$ cat config.mk
export PLATFORM = sky130hd
export DESIGN_NAME = sync_length_crc_frame_receiver_flat
export DESIGN_NICKNAME = d
export VERILOG_FILES = /design/src/hw/rtl/slcfr_pkg.sv /design/src/hw/rtl/slcfr_ifs.sv /design/src/hw/rtl/sync_length_crc_frame_receiver.sv /design/src/hw/rtl/slcfr_front.sv /design/src/hw/rtl/slcfr_cmdq.sv /design/src/hw/rtl/slcfr_back.sv /design/src/flat_wrapper.sv
export SDC_FILE = /design/constraint.sdc
export NUM_CORES = 1
export LEC_CHECK = 0
export BUFFER_PORTS_ARGS = -buffer_cell sky130_fd_sc_hd__buf_2
export CORE_MARGIN = 5
export CORE_UTILIZATION = 58
export DETAILED_ROUTE_END_ITERATION = 8
export PLACE_DENSITY = 0.84
export SLEW_MARGIN = 40
export SYNTH_ARGS = -nofsm -noshare
export SYNTH_HDL_FRONTEND = slang
export SYNTH_SLANG_ARGS = --single-unit
export TNS_END_PERCENT = 5
$ cat constraint.sdc
create_clock -name clk -period 4.7 [get_ports clk]
set_input_delay 1.41 -clock clk [delete_from_list [all_inputs] [get_ports clk]]
set_output_delay 1.41 -clock clk [all_outputs]
set_load 0.03 [all_outputs]
$ cat src/hw/rtl/slcfr_pkg.sv
// ----------------------------------------------------------------------------
// slcfr_pkg: shared types and constants of the frame receiver
// Field widths, parser phases, event codes, the front-to-back command and
// the byte-wise CRC-16/CCITT-FALSE update.
// ----------------------------------------------------------------------------
`default_nettype none

package slcfr_pkg;

	localparam int LEN_W  = 16;
	localparam int PCNT_W = 7;
	localparam int IDX_W  = 6;

	localparam int MAX_PAYLOAD_DEF = 64;
	localparam int CMDQ_DEPTH      = 2;

	localparam logic [15:0] CRC_POLY   = 16'h1021;
	localparam logic [15:0] CRC_INIT   = 16'hFFFF;
	localparam logic [15:0] CRC_MSB    = 16'h8000;
	localparam logic [7:0]  SYNC_RESET = 8'hAA;

	localparam logic OP_FEED   = 1'b0;
	localparam logic OP_RESYNC = 1'b1;

	typedef enum logic [2:0] {
		PH_SYNC    = 3'd0,
		PH_SEQ     = 3'd1,
		PH_TYPE    = 3'd2,
		PH_LEN_LO  = 3'd3,
		PH_LEN_HI  = 3'd4,
		PH_PAYLOAD = 3'd5,
		PH_CRC_LO  = 3'd6,
		PH_CRC_HI  = 3'd7
	} ph_t;

	typedef enum logic [1:0] {
		EV_GOOD     = 2'd0,
		EV_CRC      = 2'd1,
		EV_OVERSIZE = 2'd2
	} ev_t;

	typedef enum logic [1:0] {
		BK_IDLE = 2'd0,
		BK_READ = 2'd1,
		BK_EMIT = 2'd2
	} bk_t;

	typedef struct packed {
		ev_t              kind;
		logic [7:0]       seq;
		logic [7:0]       ftype;
		logic [LEN_W-1:0] len;
	} cmd_t;

	typedef struct packed {
		logic             en;
		logic [IDX_W-1:0] addr;
		logic [7:0]       data;
	} wr_t;

	function automatic logic [15:0] crc16_byte(input logic [15:0] crc, input logic [7:0] b);
		logic [15:0] c;
		c = crc ^ {b, 8'h00};
		for (int k = 0; k < 8; k++) begin
			c = ((c & CRC_MSB) != 16'h0000) ? ((c << 1) ^ CRC_POLY) : (c << 1);
		end
		return c;
	endfunction

endpackage

`default_nettype wire

$ cat src/hw/rtl/slcfr_ifs.sv
// ----------------------------------------------------------------------------
// slcfr_ifs: channel interfaces of the frame receiver
// Configuration write channel, received-byte channel and result channel,
// each with valid/ready and a source and a sink modport.
// ----------------------------------------------------------------------------
`default_nettype none

interface slcfr_cfg_if;
	logic       valid;
	logic       ready;
	logic [7:0] sync_value;
	modport source(output valid, output sync_value, input ready);
	modport sink(input valid, input sync_value, output ready);
endinterface

interface slcfr_feed_if;
	logic       valid;
	logic       ready;
	logic       op;
	logic [7:0] rx_byte;
	modport source(output valid, output op, output rx_byte, input ready);
	modport sink(input valid, input op, input rx_byte, output ready);
endinterface

interface slcfr_result_if;
	logic        valid;
	logic        ready;
	logic [1:0]  event_kind;
	logic [7:0]  seq_number;
	logic [7:0]  frame_type;
	logic [15:0] payload_length;
	logic        has_data;
	logic [7:0]  data_byte;
	logic [5:0]  byte_index;
	logic        last_of_run;
	logic [31:0] good_count;
	logic [31:0] crc_error_count;
	logic [31:0] oversize_count;
	modport source(output valid, output event_kind, output seq_number, output frame_type,
		output payload_length, output has_data, output data_byte, output byte_index,
		output last_of_run, output good_count, output crc_error_count,
		output oversize_count, input ready);
	modport sink(input valid, input event_kind, input seq_number, input frame_type,
		input payload_length, input has_data, input data_byte, input byte_index,
		input last_of_run, input good_count, input crc_error_count,
		input oversize_count, output ready);
endinterface

`default_nettype wire

$ cat src/hw/rtl/sync_length_crc_frame_receiver.sv
// ----------------------------------------------------------------------------
// sync_length_crc_frame_receiver: length-prefixed frame receiver
// Finds the sync byte, parses sequence, type, length, payload and a
// CRC-16/CCITT-FALSE, and reports good payload runs, CRC errors and
// oversize frames with running totals.
//
//   channel  modport  word                              handshake
//   cfg      sink     sync_value                        valid & ready
//   feed     sink     op, rx_byte                       valid & ready
//   result   source   event, header, data, counters     valid & ready
//
// The parser takes one word per cycle unless the command queue is full or
// a run holds it, and updates the CRC in that cycle. A good frame's payload
// leaves as a run of words, each fetched by a registered read of the payload store.
// A payload word of the next frame waits until the previous run has left;
// up to two frame outcomes wait in the command queue between the parts.
// Reset clears parser and counters at once; the payload store is not cleared.
// ----------------------------------------------------------------------------
`default_nettype none

module sync_length_crc_frame_receiver import slcfr_pkg::*; #(
	parameter int MAX_PAYLOAD = MAX_PAYLOAD_DEF
) (
	input  logic clk,
	input  logic arst_n,
	slcfr_cfg_if.sink      cfg,
	slcfr_feed_if.sink     feed,
	slcfr_result_if.source result
);

	logic q_full;
	logic q_push;
	logic q_pop;
	logic q_empty;
	cmd_t q_din;
	cmd_t q_dout;
	wr_t  wr;
	logic run_done;

	slcfr_front #(.MAX_PAYLOAD(MAX_PAYLOAD)) u_front (
		.clk      (clk),
		.arst_n   (arst_n),
		.cfg      (cfg),
		.feed     (feed),
		.q_full   (q_full),
		.q_push   (q_push),
		.q_cmd    (q_din),
		.wr       (wr),
		.run_done (run_done)
	);

	slcfr_cmdq u_cmdq (
		.clk    (clk),
		.arst_n (arst_n),
		.push   (q_push),
		.din    (q_din),
		.full   (q_full),
		.pop    (q_pop),
		.dout   (q_dout),
		.empty  (q_empty)
	);

	slcfr_back #(.MAX_PAYLOAD(MAX_PAYLOAD)) u_back (
		.clk      (clk),
		.arst_n   (arst_n),
		.q_empty  (q_empty),
		.q_pop    (q_pop),
		.q_cmd    (q_dout),
		.wr       (wr),
		.run_done (run_done),
		.result   (result)
	);

endmodule

`default_nettype wire

$ cat src/hw/rtl/slcfr_front.sv
// ----------------------------------------------------------------------------
// slcfr_front: frame parser
// Hunts for the sync byte, collects header, payload and CRC one word per
// cycle while feed.ready is high, updates the CRC per byte and queues one command per frame outcome.
// ----------------------------------------------------------------------------
`default_nettype none

module slcfr_front import slcfr_pkg::*; #(
	parameter int MAX_PAYLOAD = MAX_PAYLOAD_DEF
) (
	input  logic clk,
	input  logic arst_n,
	slcfr_cfg_if.sink  cfg,
	slcfr_feed_if.sink feed,
	input  logic q_full,
	output logic q_push,
	output cmd_t q_cmd,
	output wr_t  wr,
	input  logic run_done
);

	ph_t              phase_q, phase_d;
	logic [7:0]       sync_q;
	logic [7:0]       seq_q, seq_d;
	logic [7:0]       type_q, type_d;
	logic [LEN_W-1:0] len_q, len_d;
	logic [PCNT_W-1:0] cnt_q, cnt_d, cnt_inc;
	logic [15:0]      crc_q, crc_d, crc_next;
	logic [7:0]       crc_lo_q, crc_lo_d;
	logic             run_busy_q;
	logic             accept;
	logic [LEN_W-1:0] len_full;

	assign cfg.ready = 1'b1;

	always_ff @(posedge clk or negedge arst_n) begin
		if (!arst_n) begin
			phase_q <= PH_SYNC;
		end else begin
			phase_q <= phase_d;
		end
	end

	always_comb begin
		phase_d   = phase_q;
		seq_d     = seq_q;
		type_d    = type_q;
		len_d     = len_q;
		cnt_d     = cnt_q;
		crc_d     = crc_q;
		crc_lo_d  = crc_lo_q;
		q_push    = 1'b0;
		q_cmd     = '{kind: EV_GOOD, seq: seq_q, ftype: type_q, len: len_q};
		wr        = '{en: 1'b0, addr: cnt_q[IDX_W-1:0], data: feed.rx_byte};
		feed.ready = !q_full && !(run_busy_q && (phase_q == PH_PAYLOAD));
		accept    = feed.valid && feed.ready;
		crc_next  = crc16_byte((phase_q == PH_TYPE) ? CRC_INIT : crc_q, feed.rx_byte);
		len_full  = {feed.rx_byte, len_q[7:0]};
		cnt_inc   = cnt_q + PCNT_W'(1);
		if (accept) begin
			if (feed.op == OP_RESYNC) begin
				phase_d = PH_SYNC;
				cnt_d   = '0;
			end else begin
				unique case (phase_q)
					PH_SYNC: begin
						if (feed.rx_byte == sync_q) begin
							phase_d = PH_SEQ;
						end
					end
					PH_SEQ: begin
						seq_d   = feed.rx_byte;
						phase_d = PH_TYPE;
					end
					PH_TYPE: begin
						type_d  = feed.rx_byte;
						crc_d   = crc_next;
						phase_d = PH_LEN_LO;
					end
					PH_LEN_LO: begin
						len_d   = {8'h00, feed.rx_byte};
						crc_d   = crc_next;
						phase_d = PH_LEN_HI;
					end
					PH_LEN_HI: begin
						len_d = len_full;
						crc_d = crc_next;
						cnt_d = '0;
						if (len_full > LEN_W'(MAX_PAYLOAD)) begin
							q_push     = 1'b1;
							q_cmd.kind = EV_OVERSIZE;
							q_cmd.len  = len_full;
							phase_d    = PH_SYNC;
						end else if (len_full == '0) begin
							phase_d = PH_CRC_LO;
						end else begin
							phase_d = PH_PAYLOAD;
						end
					end
					PH_PAYLOAD: begin
						wr.en = 1'b1;
						crc_d = crc_next;
						cnt_d = cnt_inc;
						if (LEN_W'(cnt_inc) >= len_q) begin
							phase_d = PH_CRC_LO;
						end
					end
					PH_CRC_LO: begin
						crc_lo_d = feed.rx_byte;
						phase_d  = PH_CRC_HI;
					end
					PH_CRC_HI: begin
						q_push     = 1'b1;
						q_cmd.kind = ({feed.rx_byte, crc_lo_q} == crc_q) ? EV_GOOD : EV_CRC;
						phase_d    = PH_SYNC;
						cnt_d      = '0;
					end
					default: begin
						phase_d = PH_SYNC;
					end
				endcase
			end
		end
	end

	always_ff @(posedge clk or negedge arst_n) begin
		if (!arst_n) begin
			cnt_q      <= '0;
			sync_q     <= SYNC_RESET;
			run_busy_q <= 1'b0;
		end else begin
			cnt_q <= cnt_d;
			if (cfg.valid) begin
				sync_q <= cfg.sync_value;
			end
			if (q_push && (q_cmd.kind == EV_GOOD) && (len_q != '0)) begin
				run_busy_q <= 1'b1;
			end else if (run_done) begin
				run_busy_q <= 1'b0;
			end
		end
	end

	always_ff @(posedge clk) begin
		seq_q    <= seq_d;
		type_q   <= type_d;
		len_q    <= len_d;
		crc_q    <= crc_d;
		crc_lo_q <= crc_lo_d;
	end

	// The payload store must not be overwritten while a run is being read out.
	a_no_write_during_run: assert property (@(posedge clk) disable iff (!arst_n)
		wr.en |-> !run_busy_q)
		else $error("payload written while a run is pending");

	a_push_has_room: assert property (@(posedge clk) disable iff (!arst_n)
		q_push |-> !q_full)
		else $error("command pushed into a full queue");

endmodule

`default_nettype wire

$ cat src/hw/rtl/slcfr_cmdq.sv
// ----------------------------------------------------------------------------
// slcfr_cmdq: command queue
// Short first-in first-out queue of frame outcomes between parser and
// result sequencer.
// ----------------------------------------------------------------------------
`default_nettype none

module slcfr_cmdq import slcfr_pkg::*; (
	input  logic clk,
	input  logic arst_n,
	input  logic push,
	input  cmd_t din,
	output logic full,
	input  logic pop,
	output cmd_t dout,
	output logic empty
);

	localparam int PW = (CMDQ_DEPTH > 1) ? $clog2(CMDQ_DEPTH) : 1;

	cmd_t          entry_q [CMDQ_DEPTH];
	logic [PW-1:0] wptr_q, rptr_q;
	logic [PW:0]   cnt_q;

	assign full  = (cnt_q == (PW+1)'(CMDQ_DEPTH));
	assign empty = (cnt_q == '0);
	assign dout  = entry_q[rptr_q];

	always_ff @(posedge clk or negedge arst_n) begin
		if (!arst_n) begin
			wptr_q <= '0;
			rptr_q <= '0;
			cnt_q  <= '0;
		end else begin
			if (push) begin
				wptr_q <= (wptr_q == PW'(CMDQ_DEPTH - 1)) ? '0 : wptr_q + PW'(1);
			end
			if (pop) begin
				rptr_q <= (rptr_q == PW'(CMDQ_DEPTH - 1)) ? '0 : rptr_q + PW'(1);
			end
			if (push && !pop) begin
				cnt_q <= cnt_q + (PW+1)'(1);
			end else if (pop && !push) begin
				cnt_q <= cnt_q - (PW+1)'(1);
			end
		end
	end

	always_ff @(posedge clk) begin
		if (push) begin
			entry_q[wptr_q] <= din;
		end
	end

	a_count_bound: assert property (@(posedge clk) disable iff (!arst_n)
		cnt_q <= (PW+1)'(CMDQ_DEPTH))
		else $error("queue count beyond depth");

endmodule

`default_nettype wire

$ cat src/hw/rtl/slcfr_back.sv
// ----------------------------------------------------------------------------
// slcfr_back: result sequencer
// Takes frame outcomes from the queue, keeps the event counters and turns a
// good frame with payload into a run of payload words read from the payload store.
// ----------------------------------------------------------------------------
`default_nettype none

module slcfr_back import slcfr_pkg::*; #(
	parameter int MAX_PAYLOAD = MAX_PAYLOAD_DEF
) (
	input  logic clk,
	input  logic arst_n,
	input  logic q_empty,
	output logic q_pop,
	input  cmd_t q_cmd,
	input  wr_t  wr,
	output logic run_done,
	slcfr_result_if.source result
);

	localparam int AW = (MAX_PAYLOAD > 1) ? $clog2(MAX_PAYLOAD) : 1;

	bk_t               st_q, st_d;
	cmd_t              cmd_q;
	logic [PCNT_W-1:0] idx_q, idx_d;
	logic [31:0]       good_q, good_d;
	logic [31:0]       crc_err_q, crc_err_d;
	logic [31:0]       over_q, over_d;
	logic [7:0]        mem [MAX_PAYLOAD];
	logic [7:0]        rd_data_q;
	logic              has_data;
	logic              last;

	assign has_data = (cmd_q.kind == EV_GOOD) && (cmd_q.len != '0);
	assign last     = !has_data || ((LEN_W'(idx_q) + LEN_W'(1)) == cmd_q.len);

	always_ff @(posedge clk or negedge arst_n) begin
		if (!arst_n) begin
			st_q <= BK_IDLE;
		end else begin
			st_q <= st_d;
		end
	end

	always_comb begin
		st_d         = st_q;
		idx_d        = idx_q;
		good_d       = good_q;
		crc_err_d    = crc_err_q;
		over_d       = over_q;
		q_pop        = 1'b0;
		run_done     = 1'b0;
		result.valid = 1'b0;
		unique case (st_q)
			BK_IDLE: begin
				if (!q_empty) begin
					q_pop = 1'b1;
					idx_d = '0;
					case (q_cmd.kind)
						EV_GOOD:     good_d    = good_q + 32'd1;
						EV_CRC:      crc_err_d = crc_err_q + 32'd1;
						EV_OVERSIZE: over_d    = over_q + 32'd1;
						default:     ;
					endcase
					st_d = ((q_cmd.kind == EV_GOOD) && (q_cmd.len != '0)) ? BK_READ : BK_EMIT;
				end
			end
			BK_READ: begin
				st_d = BK_EMIT;
			end
			BK_EMIT: begin
				result.valid = 1'b1;
				if (result.ready) begin
					if (last) begin
						run_done = has_data;
						st_d     = BK_IDLE;
					end else begin
						idx_d = idx_q + PCNT_W'(1);
						st_d  = BK_READ;
					end
				end
			end
			default: begin
				st_d = BK_IDLE;
			end
		endcase
	end

	always_ff @(posedge clk or negedge arst_n) begin
		if (!arst_n) begin
			idx_q     <= '0;
			good_q    <= '0;
			crc_err_q <= '0;
			over_q    <= '0;
		end else begin
			idx_q     <= idx_d;
			good_q    <= good_d;
			crc_err_q <= crc_err_d;
			over_q    <= over_d;
		end
	end

	always_ff @(posedge clk) begin
		if (q_pop) begin
			cmd_q <= q_cmd;
		end
	end

	always_ff @(posedge clk) begin
		if (wr.en) begin
			mem[wr.addr[AW-1:0]] <= wr.data;
		end
		rd_data_q <= mem[idx_q[AW-1:0]];
	end

	assign result.event_kind      = cmd_q.kind;
	assign result.seq_number      = cmd_q.seq;
	assign result.frame_type      = cmd_q.ftype;
	assign result.payload_length  = cmd_q.len;
	assign result.has_data        = has_data;
	assign result.data_byte       = has_data ? rd_data_q : 8'h00;
	assign result.byte_index      = has_data ? idx_q[IDX_W-1:0] : '0;
	assign result.last_of_run     = last;
	assign result.good_count      = good_q;
	assign result.crc_error_count = crc_err_q;
	assign result.oversize_count  = over_q;

	a_index_in_run: assert property (@(posedge clk) disable iff (!arst_n)
		((st_q == BK_EMIT) && has_data) |-> (LEN_W'(idx_q) < cmd_q.len))
		else $error("payload index beyond frame length");

	a_done_on_emit: assert property (@(posedge clk) disable iff (!arst_n)
		run_done |-> ((st_q == BK_EMIT) && result.ready && has_data))
		else $error("run released outside its last word");

endmodule

`default_nettype wire

$ cat src/flat_wrapper.sv
// flat-port wrapper written by rule: the top's interface ports become plain ports
module sync_length_crc_frame_receiver_flat import slcfr_pkg::*;
#(
	parameter int MAX_PAYLOAD = MAX_PAYLOAD_DEF
)
  (clk, arst_n, cfg_valid, cfg_sync_value, cfg_ready, feed_valid, feed_op, feed_rx_byte, feed_ready, result_valid, result_event_kind, result_seq_number, result_frame_type, result_payload_length, result_has_data, result_data_byte, result_byte_index, result_last_of_run, result_good_count, result_crc_error_count, result_oversize_count, result_ready);
  slcfr_cfg_if cfg_i ();
  slcfr_feed_if feed_i ();
  slcfr_result_if result_i ();
  input  logic clk;
  input  logic arst_n;
  input wire logic [$bits(cfg_i.valid)-1:0] cfg_valid;
  input wire logic [$bits(cfg_i.sync_value)-1:0] cfg_sync_value;
  output wire logic [$bits(cfg_i.ready)-1:0] cfg_ready;
  input wire logic [$bits(feed_i.valid)-1:0] feed_valid;
  input wire logic [$bits(feed_i.op)-1:0] feed_op;
  input wire logic [$bits(feed_i.rx_byte)-1:0] feed_rx_byte;
  output wire logic [$bits(feed_i.ready)-1:0] feed_ready;
  output wire logic [$bits(result_i.valid)-1:0] result_valid;
  output wire logic [$bits(result_i.event_kind)-1:0] result_event_kind;
  output wire logic [$bits(result_i.seq_number)-1:0] result_seq_number;
  output wire logic [$bits(result_i.frame_type)-1:0] result_frame_type;
  output wire logic [$bits(result_i.payload_length)-1:0] result_payload_length;
  output wire logic [$bits(result_i.has_data)-1:0] result_has_data;
  output wire logic [$bits(result_i.data_byte)-1:0] result_data_byte;
  output wire logic [$bits(result_i.byte_index)-1:0] result_byte_index;
  output wire logic [$bits(result_i.last_of_run)-1:0] result_last_of_run;
  output wire logic [$bits(result_i.good_count)-1:0] result_good_count;
  output wire logic [$bits(result_i.crc_error_count)-1:0] result_crc_error_count;
  output wire logic [$bits(result_i.oversize_count)-1:0] result_oversize_count;
  input wire logic [$bits(result_i.ready)-1:0] result_ready;
  assign cfg_i.valid = cfg_valid;
  assign cfg_i.sync_value = cfg_sync_value;
  assign cfg_ready = cfg_i.ready;
  assign feed_i.valid = feed_valid;
  assign feed_i.op = feed_op;
  assign feed_i.rx_byte = feed_rx_byte;
  assign feed_ready = feed_i.ready;
  assign result_valid = result_i.valid;
  assign result_event_kind = result_i.event_kind;
  assign result_seq_number = result_i.seq_number;
  assign result_frame_type = result_i.frame_type;
  assign result_payload_length = result_i.payload_length;
  assign result_has_data = result_i.has_data;
  assign result_data_byte = result_i.data_byte;
  assign result_byte_index = result_i.byte_index;
  assign result_last_of_run = result_i.last_of_run;
  assign result_good_count = result_i.good_count;
  assign result_crc_error_count = result_i.crc_error_count;
  assign result_oversize_count = result_i.oversize_count;
  assign result_i.ready = result_ready;
  sync_length_crc_frame_receiver #(.MAX_PAYLOAD(MAX_PAYLOAD)) u_core (.clk(clk), .arst_n(arst_n), .cfg(cfg_i), .feed(feed_i), .result(result_i));
endmodule
==> results of run 1 <==
final timing paths:
path,cells after the start,from,endpoint,slack (ns)
max reg2reg,8,u_core.u_front.phase_q[0],u_core.u_cmdq.entry_q[0][4],0.90
min,0,u_core.u_front.type_q[2],u_core.u_cmdq.entry_q[1][18],0.45
max,8,u_core.u_back.idx_q[0],result_last_of_run,0.18
min reg2reg,0,u_core.u_front.type_q[2],u_core.u_cmdq.entry_q[1][18],0.45
min in group asynchronous,1,arst_n,u_core.u_back.result.good_count[13],0.69
max in group asynchronous,3,arst_n,u_core.u_back.result.oversize_count[31],3.09
flip-flops by register name, summed over array words and instances, names as in the netlist, 16 cells and up:
signal and cells:
u_core.u_back.result.oversize_count 32, u_core.u_cmdq.entry_q 68, u_core.u_back.result.payload_length 16, u_core.u_back.result.crc_error_count 32, u_core.u_back.mem 512, u_core.u_back.result.good_count 32, u_core.u_front.len_q 16, u_core.u_front.crc_q 16
routing by layer:
metal	wire, µm	up-vias	GRT usage (%)	part of all wire (%)
met5	13	-	0	0.017
met4	3010	2	10.1	3.8
met3	7710	187	5.16	9.8
met2	39700	1149	43.2	51
met1	28000	9324	33.9	36
li1	-	7519	-	-
cell usage in the layout, fill, tap and decap left out, types with 5 or more instances in the layout:
master and count:
dfxtp_1 8, nor4_1 21, nand3_1 44, inv_1 23
buf_2 168, edfxtp_1 670, xnor2_1 130, xor2_1 37
dfrtp_1 121, mux4_2 160, a211oi_1 8, a21oi_1 13
nor2_1 117, bufinv_16 6, nand2_1 82, clkinv_1 11
ha_1 13, nor3_1 15, clkbuf_16 81, nand2b_1 8
and2_1 36, a31oi_1 12, a22o_1 5, and3_1 17
nand3b_1 5, mux2_2 56, buf_4 47, clkinv_2 14
clkbuf_1 15, nor2b_1 14, o21ai_0 17, nand4_1 31
nor2_2 5, and4_1 11
repair_timing:
item,CTS,global route
endpoints found under the hold margin,0,0
resized for setup,0,2
setup buffers,0,0
setup endpoints to repair,0,1
power by group through the flow:
stage / Sequential [µW] / Combinational (µW) / Clock (µW)
3_3_place_gp: 8680 / 3930 / 0
3_5_place_dp: 8720 / 4040 / 0
4_1_cts: 8580 / 4130 / 6260
5_1_grt: 8630 / 4370 / 6580
2_1_floorplan: 8980 / 2530 / 0
6_report: 8600 / 4130 / 6210
critical path, stage by stage, from the launching register on:
cell	delay (ns)
dfrtp_4	0.50
ha_1	0.30
and3_1	0.38
a31oi_1	0.12
or3_1	0.35
a221oi_2	0.34
a21boi_2	0.20
inv_1	0.10
buf_2	0.21
cells in the mapped netlist (11+ instances only):
cell type / number / area [µm²]
o21ai_0: 17 / 85.1
nor2_1: 120 / 450
edfxtp_1: 670 / 20100
and3_1: 17 / 106
inv_1: 23 / 86.3
dfrtp_1: 124 / 3100
nor4_1: 21 / 131
nor3_1: 16 / 80.1
clkbuf_1: 47 / 176
nand3_1: 44 / 220
nor2b_1: 15 / 93.8
xnor2_1: 130 / 1140
mux4_2: 160 / 3600
nand2_1: 82 / 308
nand4_1: 31 / 194
buf_2: 13 / 65.1
and4_1: 11 / 96.3
xor2_1: 37 / 324
mux2_2: 56 / 631
buf_1: 17 / 63.8
a21oi_1: 13 / 65.1
ha_1: 13 / 163
and2_1: 36 / 225
a31oi_1: 12 / 75.1
through the flow:
| stage | total power (µW) | instances | TNS (ns) |
|---|---|---|---|
| 5_1_grt | 19600 | 2850 | -0.00197 |
| 3_5_place_dp | 12800 | 2711 | 0 |
| 4_1_cts | 19000 | 2849 | 0 |
| 6_report | 18900 | 2850 | 0 |
| 2_1_floorplan | 11500 | 1823 | 0 |
| 3_3_place_gp | 12600 | 2711 | 0 |
area by class of cell:
cell class / instances / area, µm² / area share (%)
inverters: 25 / 93.8 / 0.253
multi-input cells: 911 / 8700 / 23.5
well taps: 748 / 936 / 2.53
flip-flops and latches: 806 / 23500 / 63.5
clock inverters: 39 / 370 / 1.00
clock buffers: 99 / 2120 / 5.74
repair buffers: 222 / 1310 / 3.53
cell families after synthesis:
logic type / count (synthesis)
DFF: 806
and+or+nand+nor: 432
muxes: 220
xor gates and xnor gates: 167
buffers and inverters: 106
AOI/OAI and AO/OA: 78
adders and majority gates: 13
other: 1
==> qor.txt, run 1 <==
worst path arrival time: 3.11 ns
DR vias: 18181
P_int: 13500 µW
first-pass GRT wire length: 118000 µm
root buf cell: clkbuf_16
crit start category: register
initial antenna violation count: 2
DR pass1 iterations: 6
Total GRT Usage: 25.8%
top_reg_cell synth: edfxtp_1
TritonCTS Buffers: 78
part of the power in registers: 45.4%
post-route ant nets: 0
post-layout instance area: 37000 µm²
final hold vios: 0
Combinational Power Share: 21.8%
PD cells: 511 nW/µm²
vias per inst: 6.38
P_leak: 0.0128 µW
chip height: 247 µm
# port buffers: 169
max_cap viols: 0
die extent in x: 247 µm
Max-Slew Margin vs Limit: 42.8%
Worst-path clk slew: 0.06 ns
Final min period: 4.52 ns
Synth Area in Adders: 0.499%
synth unique cells: 64
Post-synth EDFFs: 670
Max VDD drop: 294 µV
number of fill cells in the layout: 3350
fin crit share: 96.3%
Highest Clock Rate: 221 MHz
status: complete, no violations
Clock power frac: 32.8%
Ports: 171
simple-gate area share of the yosys netlist: 6.75%
CP Class: reg2out
Critical Path Fanout Max: 9
Routed WL: 78400 µm
share of cells above drive strength 1: 27.8%
Seq/Total Area, Yosys: 72.1%
synth-to-layout area growth: 13.7%
Core Region: 55400 µm²
detailed-route wire length per cell: 27.5 µm
Placed Area: 34500 µm²
CTS tree: yes
Iter 0 DRT Violations: 2142
Synth Area in XOR/XNOR: 4.49%
DRC: 0
Syn Inst Count: 1823
CTS hold repair buffers: 0
Initial Utilization: 58.8%
sw power: 5490 µW
Net Count, Synth: 1858
Final Util: 66.8%
sw frac: 29.0%
PnR worst setup slack: 0.176 ns
vias in the first global route: 18612
Place WS: 0.611 ns
Post-Syn Area: 32600 µm²
Final Net Count: 2079
Syn. warnings: 0
#FFs+latches synth: 806
pin count of the biggest net entering global routing: 131
Synth async-reset ratio: 15.9%
HPWL Detailed: 46300 µm
CP Capture Type: output pin
die footprint: 61000 µm²
Worst Hold Slack: 0.448 ns
skew final: 0.0231 ns
clock latency on the worst-skew pair: 0.62 ns
CTS H-tree depth: 3
Post-Syn Area per Cell: 17.9 µm²
Hold/Removal Path Class: reg2reg
worst slew pin tran: 0.855 ns
mux cell area share after synthesis: 13.1%
FP Rows: 86
largest family of logic cells by synthesized area: multiplexers
Compound-Gate Fraction of Synth Area: 1.70%
grt total ovfl: 0
WP data required: 3.29 ns
Sink Count: 806
Setup Viol. Count Final: 0
Slew Viols, Final: 0
clock buffer depth: 3
Final GP Congestion: 0.868
antenna cells: 0
No activity file was read; power rests on OpenSTA's default activity.
==> run 2, diff against run 1 <==
==> constraint.sdc (replaced) <==
create_clock -name clk -period 4.3 [get_ports clk]
set_input_delay 1.29 -clock clk [delete_from_list [all_inputs] [get_ports clk]]
set_output_delay 1.29 -clock clk [all_outputs]
set_load 0.03 [all_outputs]
==> run 2 against run 1 <==
Clock power increased by 13%. Combinational power increased by 12%. Clock skew increased by 0.0087 ns. Global-route usage increased by 0.49 points. Utilization increased by 0.52 points. Sequential share of layout area decreased by 0.49 points. Worst hold slack got worse by 0.0063 ns.
==> qor.txt, run 2 (synthesized netlist as in run 1, its figures left out) <==
Sink Count: 806
Ports: 171
Routed WL: 79700 µm
Setup Viol. Count Final: 0
R2R setup slack: 0.67 ns
commonest non-fill, non-tap cell in the layout: edfxtp_1
grt total ovfl: 0
# placed instances: 2731
worst path arrival time: 2.92 ns
Final Net Count: 2104
die extent in x: 247 µm
Total GRT Usage: 26.3%
max_cap viols: 0
Worst Path Buf+Inv: 2
Critical Path Start: u_core.u_back.idx_q[1]
Final min period: 4.21 ns
pin count of the biggest net entering global routing: 70
skew final: 0.0317 ns
CTS H-tree depth: 3
DRC: 0
Slew Viols, Final: 0
fin crit share: 98.0%
chip height: 247 µm
root buf cell: clkbuf_16
detailed-route wire length per cell: 27.7 µm
most frequent cells in the layout: edfxtp_1, buf_2, mux4_2
antenna cells: 0
crit start category: register
Hold/Removal Path Class: reg2reg
die footprint: 61000 µm²
HPWL Detailed: 47000 µm
Iter 0 DRT Violations: 2201
Reg2Reg Depth: 6
CP endpoint: result_last_of_run
synth-to-layout area growth: 14.6%
share of cells above drive strength 1: 28.4%
crit-path cells: ha_1 > and3_2 > a31oi_1 > or3_1 > a221oi_2 > a21boi_2 > inv_1 > buf_2
FP Rows: 86
vias per inst: 6.45
first-pass GRT wire length: 120000 µm
CP peak stage delay: 0.46 ns
Max VDD drop: 292 µV
FF-to-FF Start: u_core.u_back.idx_q[1]
status: complete, no violations
PD cells: 564 nW/µm²
post-route ant nets: 0
vias in the first global route: 18743
CTS hold repair buffers: 0
R2R Path End: u_core.u_back.rd_data_q[7]
CP Capture Type: output pin
Worst-path clk slew: 0.07 ns
Finished Layout Cells: 2879
TritonCTS Buffers: 78
Core Region: 55400 µm²
Max-Slew Margin vs Limit: 42.7%
Critical Path Fanout Max: 7
# port buffers: 169
initial antenna violation count: 0
logic depth of the worst setup path including buffers: 8
worst slew pin tran: 0.857 ns
post-layout instance area: 37300 µm²
Placed Area: 34600 µm²
total power: 21000 µW
Initial Utilization: 58.8%
Highest Clock Rate: 237 MHz
final hold vios: 0
CP delay by family, top: simple AND/OR/NAND/NOR gates
Final GP Congestion: 0.908
clock latency on the worst-skew pair: 0.63 ns
Slowest cell on crit path: dfrtp_4
WP data required: 3.01 ns
DR pass1 iterations: 6
CP Class: reg2out
CTS tree: yes
clock buffer depth: 3
DR vias: 18571
P_leak: 0.0130 µW
max reg flops: 512
run 2: repair_timing:
item / 4_1_cts / 5_1_grt
setup endpoints to repair: 1 / 1
buffers inserted: 2 / 3
resized for setup: 3 / 3
pin swaps: 1 / 1
run 2: worst min-delay path by stage:
stage	slack, ns	from	cells after the start	endpoint
after floorplan	0.42	u_core.u_front.type_q[0]	0	u_core.u_cmdq.entry_q[0][16]
after global placement	0.43	u_core.u_front.seq_q[6]	0	u_core.u_cmdq.entry_q[0][30]
after detailed placement	0.43	u_core.u_front.type_q[7]	0	u_core.u_cmdq.entry_q[0][23]
after CTS	0.44	u_core.u_front.seq_q[3]	0	u_core.u_cmdq.entry_q[0][27]
after global routing	0.46	u_core.u_front.type_q[7]	0	u_core.u_cmdq.entry_q[0][23]
final	0.44	u_core.u_front.seq_q[3]	0	u_core.u_cmdq.entry_q[0][27]
run 2: through the flow:
| stage | setup slack [ns] | hold slack [ns] | util (%) | TNS, ns |
|---|---|---|---|---|
| after floorplan | 0.542 | 0.421 | - | 0 |
| after global placement | 0.408 | 0.426 | 62.4 | 0 |
| after detailed placement | 0.275 | 0.430 | 62.5 | 0 |
| after CTS | 0.0489 | 0.439 | 67.2 | 0 |
| after global routing | -0.00767 | 0.457 | 67.3 | -0.00767 |
| final | 0.0851 | 0.442 | 67.3 | 0 |
run 2: area by class of cell:
class,instances,area [µm²]
multi-input cells,911,8700
well taps,748,936
inverters,25,93.8
clock buffers,100,2120
clock inverters,42,479
fillers,3289,18100
flip-flops and latches,806,23500
repair buffers,247,1490
run 2: power breakdown:
group / switching (µW) / leakage, µW / internal (µW)
registers: 392 / 0.00784 / 9010
logic: 2770 / 0.00387 / 1850
clock network: 2920 / 0.00126 / 4100
run 2: metal layers:
layer | routed length (µm) | global-route usage [%] | up-vias
met5 | 0 | 0 | -
met4 | 3140 | 10.3 | 0
met3 | 7760 | 4.79 | 223
met2 | 40200 | 43.7 | 1306
met1 | 28600 | 35.2 | 9467
li1 | - | - | 7575
run 2: worst reg2reg max path, delay by kind of cell, from the launching register on:
family	cells	cell delay, ns
buffers and inverters	2	1.25
multiplexers	2	1.00
AO/OA/AOI/OAI	2	0.75
flip-flops	1	0.46
